**src/rtl/core/pbsu_pkg.sv**
```systemverilog
package pbsu_pkg;

  // Opcode codes of the request
  localparam logic [2:0] OP_B     = 3'd0;
  localparam logic [2:0] OP_BC    = 3'd1;
  localparam logic [2:0] OP_BCCTR = 3'd2;
  localparam logic [2:0] OP_BCLR  = 3'd3;
  localparam logic [2:0] OP_MTSPR = 3'd4;
  localparam logic [2:0] OP_MFSPR = 3'd5;

  // Special register numbers after the halves of the field are swapped back
  localparam logic [9:0] SPR_XER = 10'd1;
  localparam logic [9:0] SPR_LR  = 10'd8;
  localparam logic [9:0] SPR_CTR = 10'd9;

  // BO bit positions
  localparam int unsigned BO_CTR_SENSE = 1;
  localparam int unsigned BO_SKIP_CTR  = 2;
  localparam int unsigned BO_CR_SENSE  = 3;
  localparam int unsigned BO_SKIP_CR   = 4;

  localparam logic [31:0] INSTR_BYTES = 32'd4;

  typedef struct packed {
    logic [2:0]         opcode;
    logic [31:0]        instr_address;
    logic               absolute_flag;
    logic               link_flag;
    logic [4:0]         branch_options;
    logic [4:0]         cond_bit_index;
    logic signed [23:0] displacement_words;
    logic [31:0]        cond_register;
    logic [9:0]         spr_field;
    logic [63:0]        gpr_in;
  } req_t;

  typedef struct packed {
    logic        taken;
    logic [31:0] next_address;
    logic [63:0] spr_read;
    logic        unsupported;
  } rsp_t;

  // Write controls from the execute logic to the special registers
  typedef struct packed {
    logic        lr_we;
    logic [63:0] lr_wd;
    logic        ctr_we;
    logic [63:0] ctr_wd;
    logic        xer_we;
    logic [63:0] xer_wd;
  } spr_wr_t;

endpackage

```
**src/rtl/core/pbsu_spr_file.sv**
```systemverilog
module pbsu_spr_file (
  input  logic              clk_i,
  input  logic              rst_ni,
  input  pbsu_pkg::spr_wr_t wr_i,
  output logic [63:0]       lr_o,
  output logic [63:0]       ctr_o,
  output logic [63:0]       xer_o
);
  import pbsu_pkg::*;

  logic [63:0] lr_q, lr_d;
  logic [63:0] ctr_q, ctr_d;
  logic [63:0] xer_q, xer_d;

  // Take each write when its enable is set, hold otherwise
  always_comb begin
    lr_d  = wr_i.lr_we  ? wr_i.lr_wd  : lr_q;
    ctr_d = wr_i.ctr_we ? wr_i.ctr_wd : ctr_q;
    xer_d = wr_i.xer_we ? wr_i.xer_wd : xer_q;
  end

  always_ff @(posedge clk_i or negedge rst_ni) begin
    if (!rst_ni) begin
      lr_q  <= '0;
      ctr_q <= '0;
      xer_q <= '0;
    end else begin
      lr_q  <= lr_d;
      ctr_q <= ctr_d;
      xer_q <= xer_d;
    end
  end

  assign lr_o  = lr_q;
  assign ctr_o = ctr_q;
  assign xer_o = xer_q;

endmodule

```
**src/rtl/core/pbsu_exec.sv**
```systemverilog
module pbsu_exec (
  input  logic              fire_i,
  input  pbsu_pkg::req_t    req_i,
  input  logic [63:0]       lr_i,
  input  logic [63:0]       ctr_i,
  input  logic [63:0]       xer_i,
  output pbsu_pkg::rsp_t    rsp_o,
  output pbsu_pkg::spr_wr_t wr_o
);
  import pbsu_pkg::*;

  logic [31:0] fall;
  logic [31:0] disp_bytes;
  logic [31:0] rel_target;
  logic [9:0]  spr_num;
  logic [63:0] ctr_dec;
  logic        ctr_ok;
  logic        cr_ok;
  logic        is_branch;
  logic        taken;
  logic [31:0] target;
  logic [63:0] rd;
  logic        unsup;
  logic        lr_we_op, ctr_we_op, xer_we_op;
  logic [63:0] ctr_wd_op;

  // Address arithmetic
  assign fall       = req_i.instr_address + INSTR_BYTES;
  assign disp_bytes = {{6{req_i.displacement_words[23]}}, req_i.displacement_words, 2'b00};
  assign rel_target = (req_i.absolute_flag ? 32'd0 : req_i.instr_address) + disp_bytes;

  // Swap the SPR field halves back into a register number
  assign spr_num = {req_i.spr_field[4:0], req_i.spr_field[9:5]};

  // Count and condition tests
  assign ctr_dec = ctr_i - 64'd1;
  assign ctr_ok  = req_i.branch_options[BO_SKIP_CTR] ||
                   (req_i.branch_options[BO_CTR_SENSE] ? (ctr_dec == '0) : (ctr_dec != '0));
  assign cr_ok   = req_i.branch_options[BO_SKIP_CR] ||
                   (req_i.cond_register[req_i.cond_bit_index] ==
                    req_i.branch_options[BO_CR_SENSE]);

  assign is_branch = (req_i.opcode == OP_B) || (req_i.opcode == OP_BC) ||
                     (req_i.opcode == OP_BCCTR) || (req_i.opcode == OP_BCLR);

  // Decode and execute
  always_comb begin
    taken     = 1'b0;
    target    = fall;
    rd        = '0;
    unsup     = 1'b0;
    lr_we_op  = 1'b0;
    ctr_we_op = 1'b0;
    xer_we_op = 1'b0;
    ctr_wd_op = ctr_dec;
    case (req_i.opcode)
      OP_B: begin
        taken  = 1'b1;
        target = rel_target;
      end
      OP_BC: begin
        taken     = ctr_ok && cr_ok;
        target    = rel_target;
        ctr_we_op = !req_i.branch_options[BO_SKIP_CTR];
      end
      OP_BCCTR: begin
        taken  = cr_ok;
        target = {ctr_i[31:2], 2'b00};
      end
      OP_BCLR: begin
        taken     = ctr_ok && cr_ok;
        target    = {lr_i[31:2], 2'b00};
        ctr_we_op = !req_i.branch_options[BO_SKIP_CTR];
      end
      OP_MTSPR: begin
        case (spr_num)
          SPR_XER: xer_we_op = 1'b1;
          SPR_LR:  lr_we_op  = 1'b1;
          SPR_CTR: begin
            ctr_we_op = 1'b1;
            ctr_wd_op = req_i.gpr_in;
          end
          default: unsup = 1'b1;
        endcase
      end
      OP_MFSPR: begin
        case (spr_num)
          SPR_XER: rd = xer_i;
          SPR_LR:  rd = lr_i;
          SPR_CTR: rd = ctr_i;
          default: unsup = 1'b1;
        endcase
      end
      default: begin
        taken = 1'b0;
      end
    endcase
  end

  // Link write from a branch wins over nothing else: mtspr is never a branch
  always_comb begin
    wr_o        = '0;
    wr_o.xer_we = fire_i && xer_we_op;
    wr_o.xer_wd = req_i.gpr_in;
    wr_o.ctr_we = fire_i && ctr_we_op;
    wr_o.ctr_wd = ctr_wd_op;
    wr_o.lr_we  = fire_i && (lr_we_op || (is_branch && req_i.link_flag));
    wr_o.lr_wd  = lr_we_op ? req_i.gpr_in : {32'd0, fall};
  end

  assign rsp_o.taken        = taken;
  assign rsp_o.next_address = taken ? target : fall;
  assign rsp_o.spr_read     = rd;
  assign rsp_o.unsupported  = unsup;

endmodule

```
**src/rtl/core/ppc_branch_spr_unit.sv**
```systemverilog
// Channel | Valid       | Stall       | Payload
// --------+-------------+-------------+-------------------------
// input   | in_valid_i  | in_stall_o  | in_req_i  (pbsu_pkg::req_t)
// output  | out_valid_o | out_stall_i | out_rsp_o (pbsu_pkg::rsp_t)
//
// One request per cycle while in_stall_o is low. A request passes from the input
// register through the execute logic into the result register; the execute
// logic updates LR, CTR and XER in the same cycle it fills the result register.
// Reset clears LR, CTR and XER to zero and empties both pipeline registers.
// A stalled result holds in the result register while the input register still
// fills, so input stall rises only when both registers are occupied.
module ppc_branch_spr_unit (
  input  logic           clk_i,
  input  logic           rst_ni,
  input  logic           in_valid_i,
  output logic           in_stall_o,
  input  pbsu_pkg::req_t in_req_i,
  output logic           out_valid_o,
  input  logic           out_stall_i,
  output pbsu_pkg::rsp_t out_rsp_o
);
  import pbsu_pkg::*;

  logic    st_valid_q;
  req_t    req_q;
  logic    out_valid_q;
  rsp_t    rsp_q;
  logic    advance;
  rsp_t    rsp;
  spr_wr_t spr_wr;
  logic [63:0] lr, ctr, xer;

  // Move the held request on whenever the result register is free or draining
  assign advance    = st_valid_q && (!out_valid_q || !out_stall_i);
  assign in_stall_o = st_valid_q && !advance;

  pbsu_spr_file u_spr_file (
    .clk_i  (clk_i),
    .rst_ni (rst_ni),
    .wr_i   (spr_wr),
    .lr_o   (lr),
    .ctr_o  (ctr),
    .xer_o  (xer)
  );

  pbsu_exec u_exec (
    .fire_i (advance),
    .req_i  (req_q),
    .lr_i   (lr),
    .ctr_i  (ctr),
    .xer_i  (xer),
    .rsp_o  (rsp),
    .wr_o   (spr_wr)
  );

  // Input register valid and result register valid
  always_ff @(posedge clk_i or negedge rst_ni) begin
    if (!rst_ni) begin
      st_valid_q  <= 1'b0;
      out_valid_q <= 1'b0;
    end else begin
      if (!in_stall_o) begin
        st_valid_q <= in_valid_i;
      end
      if (advance) begin
        out_valid_q <= 1'b1;
      end else if (!out_stall_i) begin
        out_valid_q <= 1'b0;
      end
    end
  end

  // Payload registers
  always_ff @(posedge clk_i) begin
    if (in_valid_i && !in_stall_o) begin
      req_q <= in_req_i;
    end
    if (advance) begin
      rsp_q <= rsp;
    end
  end

  assign out_valid_o = out_valid_q;
  assign out_rsp_o   = rsp_q;

`ifndef SYNTHESIS
  a_no_taken_unsup: assert property (@(posedge clk_i) disable iff (!rst_ni)
    out_valid_o |-> !(out_rsp_o.taken && out_rsp_o.unsupported))
    else $error("taken and unsupported both set");

  a_read_not_branch: assert property (@(posedge clk_i) disable iff (!rst_ni)
    (out_valid_o && (out_rsp_o.spr_read != '0)) |-> !out_rsp_o.taken)
    else $error("SPR read data on a taken branch");

  a_advance_fills: assert property (@(posedge clk_i) disable iff (!rst_ni)
    advance |=> out_valid_o)
    else $error("executed request did not reach result register");

  a_held_request: assert property (@(posedge clk_i) disable iff (!rst_ni)
    (st_valid_q && !advance) |=> (st_valid_q && $stable(req_q)))
    else $error("held request lost or changed");
`endif

endmodule
```
**config.mk**
```make
export PLATFORM = sky130hd
export DESIGN_NAME = ppc_branch_spr_unit
export DESIGN_NICKNAME = d
export VERILOG_FILES = /design/src/rtl/core/pbsu_pkg.sv /design/src/rtl/core/pbsu_spr_file.sv /design/src/rtl/core/pbsu_exec.sv /design/src/rtl/core/ppc_branch_spr_unit.sv
export SDC_FILE = /design/constraint.sdc
export NUM_CORES = 1
export LEC_CHECK = 0
export BUFFER_PORTS_ARGS = -buffer_cell sky130_fd_sc_hd__buf_2
export CAP_MARGIN = 10
export CELL_PAD_IN_SITES_DETAIL_PLACEMENT = 1
export CELL_PAD_IN_SITES_GLOBAL_PLACEMENT = 1
export CORE_MARGIN = 2
export CORE_UTILIZATION = 42
export CTS_CLUSTER_DIAMETER = 40
export DETAILED_ROUTE_END_ITERATION = 10
export PLACE_DENSITY = 0.75
export SYNTH_ARGS = -nofsm -noshare
export SYNTH_HDL_FRONTEND = slang
export SYNTH_SLANG_ARGS = --single-unit
```
**constraint.sdc**
```tcl
create_clock -name clk_i -period 5.4 [get_ports clk_i]
set_clock_uncertainty 0.2 [all_clocks]
set_input_delay 1.08 -clock clk_i [delete_from_list [all_inputs] [get_ports clk_i]]
set_output_delay 1.08 -clock clk_i [all_outputs]
set_load 0.02 [all_outputs]
```
==> results.cfg <==
[run_status]
status = finished, final reports clean

[clock_tree]
cts_resized = 0
cts_max_path_buffers = 3
cts_made_buffers = 79
cts_sinks = 468
clock_latency_ps = 630
ctsHoldBuffers = 0
root_buffer = clkbuf_16
cts.htree.levels = 3
path_clk_slew_ps = 60
cts_setup_buffers = 0
cts_tree = yes

[final_layout]
final_layout_size_suffix_gt1_share_pct = 25.0
fin_nets = 2430
finalInstanceArea_um2 = 27400
post-route-util_pct = 51.8
syn_to_final_growth_pct = 21.5

[routing]
antenna_left = 0
drtIter0Drc = 1885
viasPerCell = 6.07
vias = 18000
drt_pre_antenna_iters = 11
wl_per_cell_um = 24.4
routed_wl_um = 72500
drcViolationCount = 0

[synth]
synthDistinctLibCells = 74
synth_edf_count = 274
netlist_instances = 1952
ys_warn_count = 0
syn_area_per_cell_um2 = 11.5
synth_top_area_share_pct = 36.5
synth_area_leaders = edfxtp_1 37%, dfrtp_1 22%, a222oi_1 3.6%, o21ai_0 3.5%, mux2_2 3.3%
async_reset_ff_share_pct = 41.5
synth_nets = 2166
ys_ff_latch = 468
ys_seq_area_share_pct = 58.1
syn_area_um2 = 22500
synth_ff_type = edfxtp_1
yosys.area.top_type = edfxtp_1

[placement]
numPortBuffers = 279
finalWeightedCongestion = 0.892
place_area_um2 = 24700
dp_hpwl_um = 49400

[timing]
setup_viol = 0
whs_ps = 303
fmax_mhz = 204
post-route-period-util_pct = 90.7
fin_crit_ps = 4900
slew_headroom_pct = 15.8
totalNegativeSetupSlack_ps = 0
rsz0062_at_grt = no
max_slew.worst_pin.slew_ps = 1260
finalHoldViolCount = 0
slew_viol_final = 0

[floorplanning]
initial_core_util_pct = 42.7
io_pins = 281
fp.dieH_um = 236
die_w_um = 236
die-area_um2 = 55500
coreArea_um2 = 52800
rows = 84

[setup_path]
crit_fanout = 30
end_kind = register
cp_data_arrival_time_ps = 5050
start_kind = register
crit_type = register to register
cp.required_ps = 5550

[power_and_ir_drop]
internal_power_mw = 7.54
p_leak_nw = 11.2
p_comb_share_pct = 9.6
seq_power_share_pct = 41.7
p_sw_share_pct = 26.8
pwr-share-clk_pct = 48.7
power_switching_mw = 2.77
vdd_ir_drop_max_uv = 294
power.total_mw = 10.3
power_density_nw_per_um2 = 377

[grt]
grt_pass1_wl_um = 113000
grt_usage_pct = 26.1
overflow = 0
grt_pass1_vias = 19000
grt_max_degree = 125
antenna_found_initial = 3

[hold_path]
min_path_type = register to register

[flow_run]
drv_cap = 0
placed cells by master (no fill, tap or decap), types with 15 or more instances in the layout:
| master | count |
|---|---|
| nand3_1 | 47 |
| a22o_1 | 36 |
| buf_4 | 36 |
| and3_1 | 23 |
| nor2b_1 | 34 |
| a21oi_1 | 116 |
| o21ai_0 | 157 |
| o211ai_1 | 17 |
| clkbuf_16 | 84 |
| buf_2 | 278 |
| ha_1 | 32 |
| nor3_1 | 40 |
| xor2_1 | 36 |
| a222oi_1 | 81 |
| nor4_1 | 22 |
| inv_1 | 24 |
| inv_6 | 15 |
| nand2_1 | 164 |
| mux2_2 | 65 |
| nand4_1 | 25 |
| o22ai_1 | 18 |
| xnor2_1 | 42 |
| edfxtp_1 | 274 |
| nor2_1 | 154 |
| mux2i_1 | 44 |
| dfrtp_1 | 194 |
registers in the layout, indices dropped and copies added (netlist names):
register	cells
u_spr_file.xer_o	64
out_valid_o	1
u_spr_file.lr_o	64
u_spr_file.ctr_o	64
out_rsp_o	98
req_q	176
st_valid_q	1
power groups by stage:
stage	sequential [mW]	combinational (mW)	clock, mW
2_1_floorplan	4.32	0.573	0
3_3_place_gp	4.35	0.937	0
3_5_place_dp	4.36	0.988	0
4_1_cts	4.30	0.996	5.10
5_1_grt	4.33	1.09	5.26
6_report	4.30	0.992	5.02
critical path, cell delays in order (launching register included):
cell and delay, ps:
edfxtp_1 370, buf_4 350, nor2b_1 160, fa_1 490, a211o_1 320, a2111oi_0 670, o31ai_1 290, a21oi_1 210
buf_4 160, o31ai_1 110, a221oi_1 450, o21ai_0 230, a21oi_1 220, mux2i_1 260, mux2i_1 120
cells by family after synthesis:
kind of cell    count (synthesis)  synth area share (%)
compound gates                489                  14.4
xor+xnor                       78                  3.03
fa+ha+maj                      33                  1.87
buf+inv                       166                  2.98
flops                         468                  58.1
mux                           120                  6.26
simple gates                  598                  13.3
per-layer routing:
layer / part of all wire (%) / track usage, %
met1: 42 / 34.8
met2: 48 / 42.6
met3: 6.6 / 4.75
met4: 3.1 / 9.36
met5: 0.018 / 0
Yosys cell counts (all sizes together) (4+ instances only):
| cell type | instances |
|---|---|
| edfxtp | 274 |
| dfrtp | 194 |
| nand2 | 170 |
| nor2 | 158 |
| o21ai | 157 |
| clkbuf | 117 |
| a21oi | 116 |
| a222oi | 81 |
| mux2 | 66 |
| nand3 | 47 |
| nor3 | 47 |
| mux2i | 44 |
| xnor2 | 42 |
| a22o | 36 |
| xor2 | 36 |
| nor2b | 34 |
| ha | 32 |
| nor4 | 29 |
| nand4 | 26 |
| inv | 25 |
| and3 | 24 |
| buf | 23 |
| o22ai | 18 |
| o211ai | 17 |
| or3 | 12 |
| mux4 | 10 |
| or4 | 9 |
| a21o | 8 |
| and2 | 8 |
| o21a | 8 |
| and4 | 7 |
| nand2b | 7 |
| a22oi | 6 |
| nand4b | 6 |
| a211o | 5 |
| a211oi | 5 |
| a31oi | 5 |
| a32oi | 4 |
| or2 | 4 |
area by class of cell:
type / count / area [um2]
antenna: 1 / 2.50
clock buffer: 101 / 2230
tap: 688 / 861
sequential: 468 / 13100
clock inverter: 47 / 430
timing repair buffer: 323 / 1840
inverter: 26 / 97.6
multi-input combinational: 1318 / 8820
fill: 5600 / 25400
final timing paths:
path                       slack (ps)                            start  cells after the start                              end
min reg2reg                       300  u_spr_file.lr_o[54]$_DFFE_PN0P_                      1  u_spr_file.lr_o[54]$_DFFE_PN0P_
max                               500             req_q[141]$_DFFE_PP_                     14          out_rsp_o[95]$_DFFE_PP_
max in group asynchronous        3630                           rst_ni                      2  u_spr_file.lr_o[25]$_DFFE_PN0P_
min in group asynchronous         370                           rst_ni                      1  u_spr_file.lr_o[43]$_DFFE_PN0P_
min                               300  u_spr_file.lr_o[54]$_DFFE_PN0P_                      1  u_spr_file.lr_o[54]$_DFFE_PN0P_
max reg2reg                       500             req_q[141]$_DFFE_PP_                     14          out_rsp_o[95]$_DFFE_PP_
metrics by stage:
step	worst slack (ps)	cells
finish	502	2972
global route	65.7	2972
CTS	524	2971
detailed placement	578	2823
global placement	726	2823
floorplan	1150	1952
Note: power is estimated with default switching activity, not from simulation.
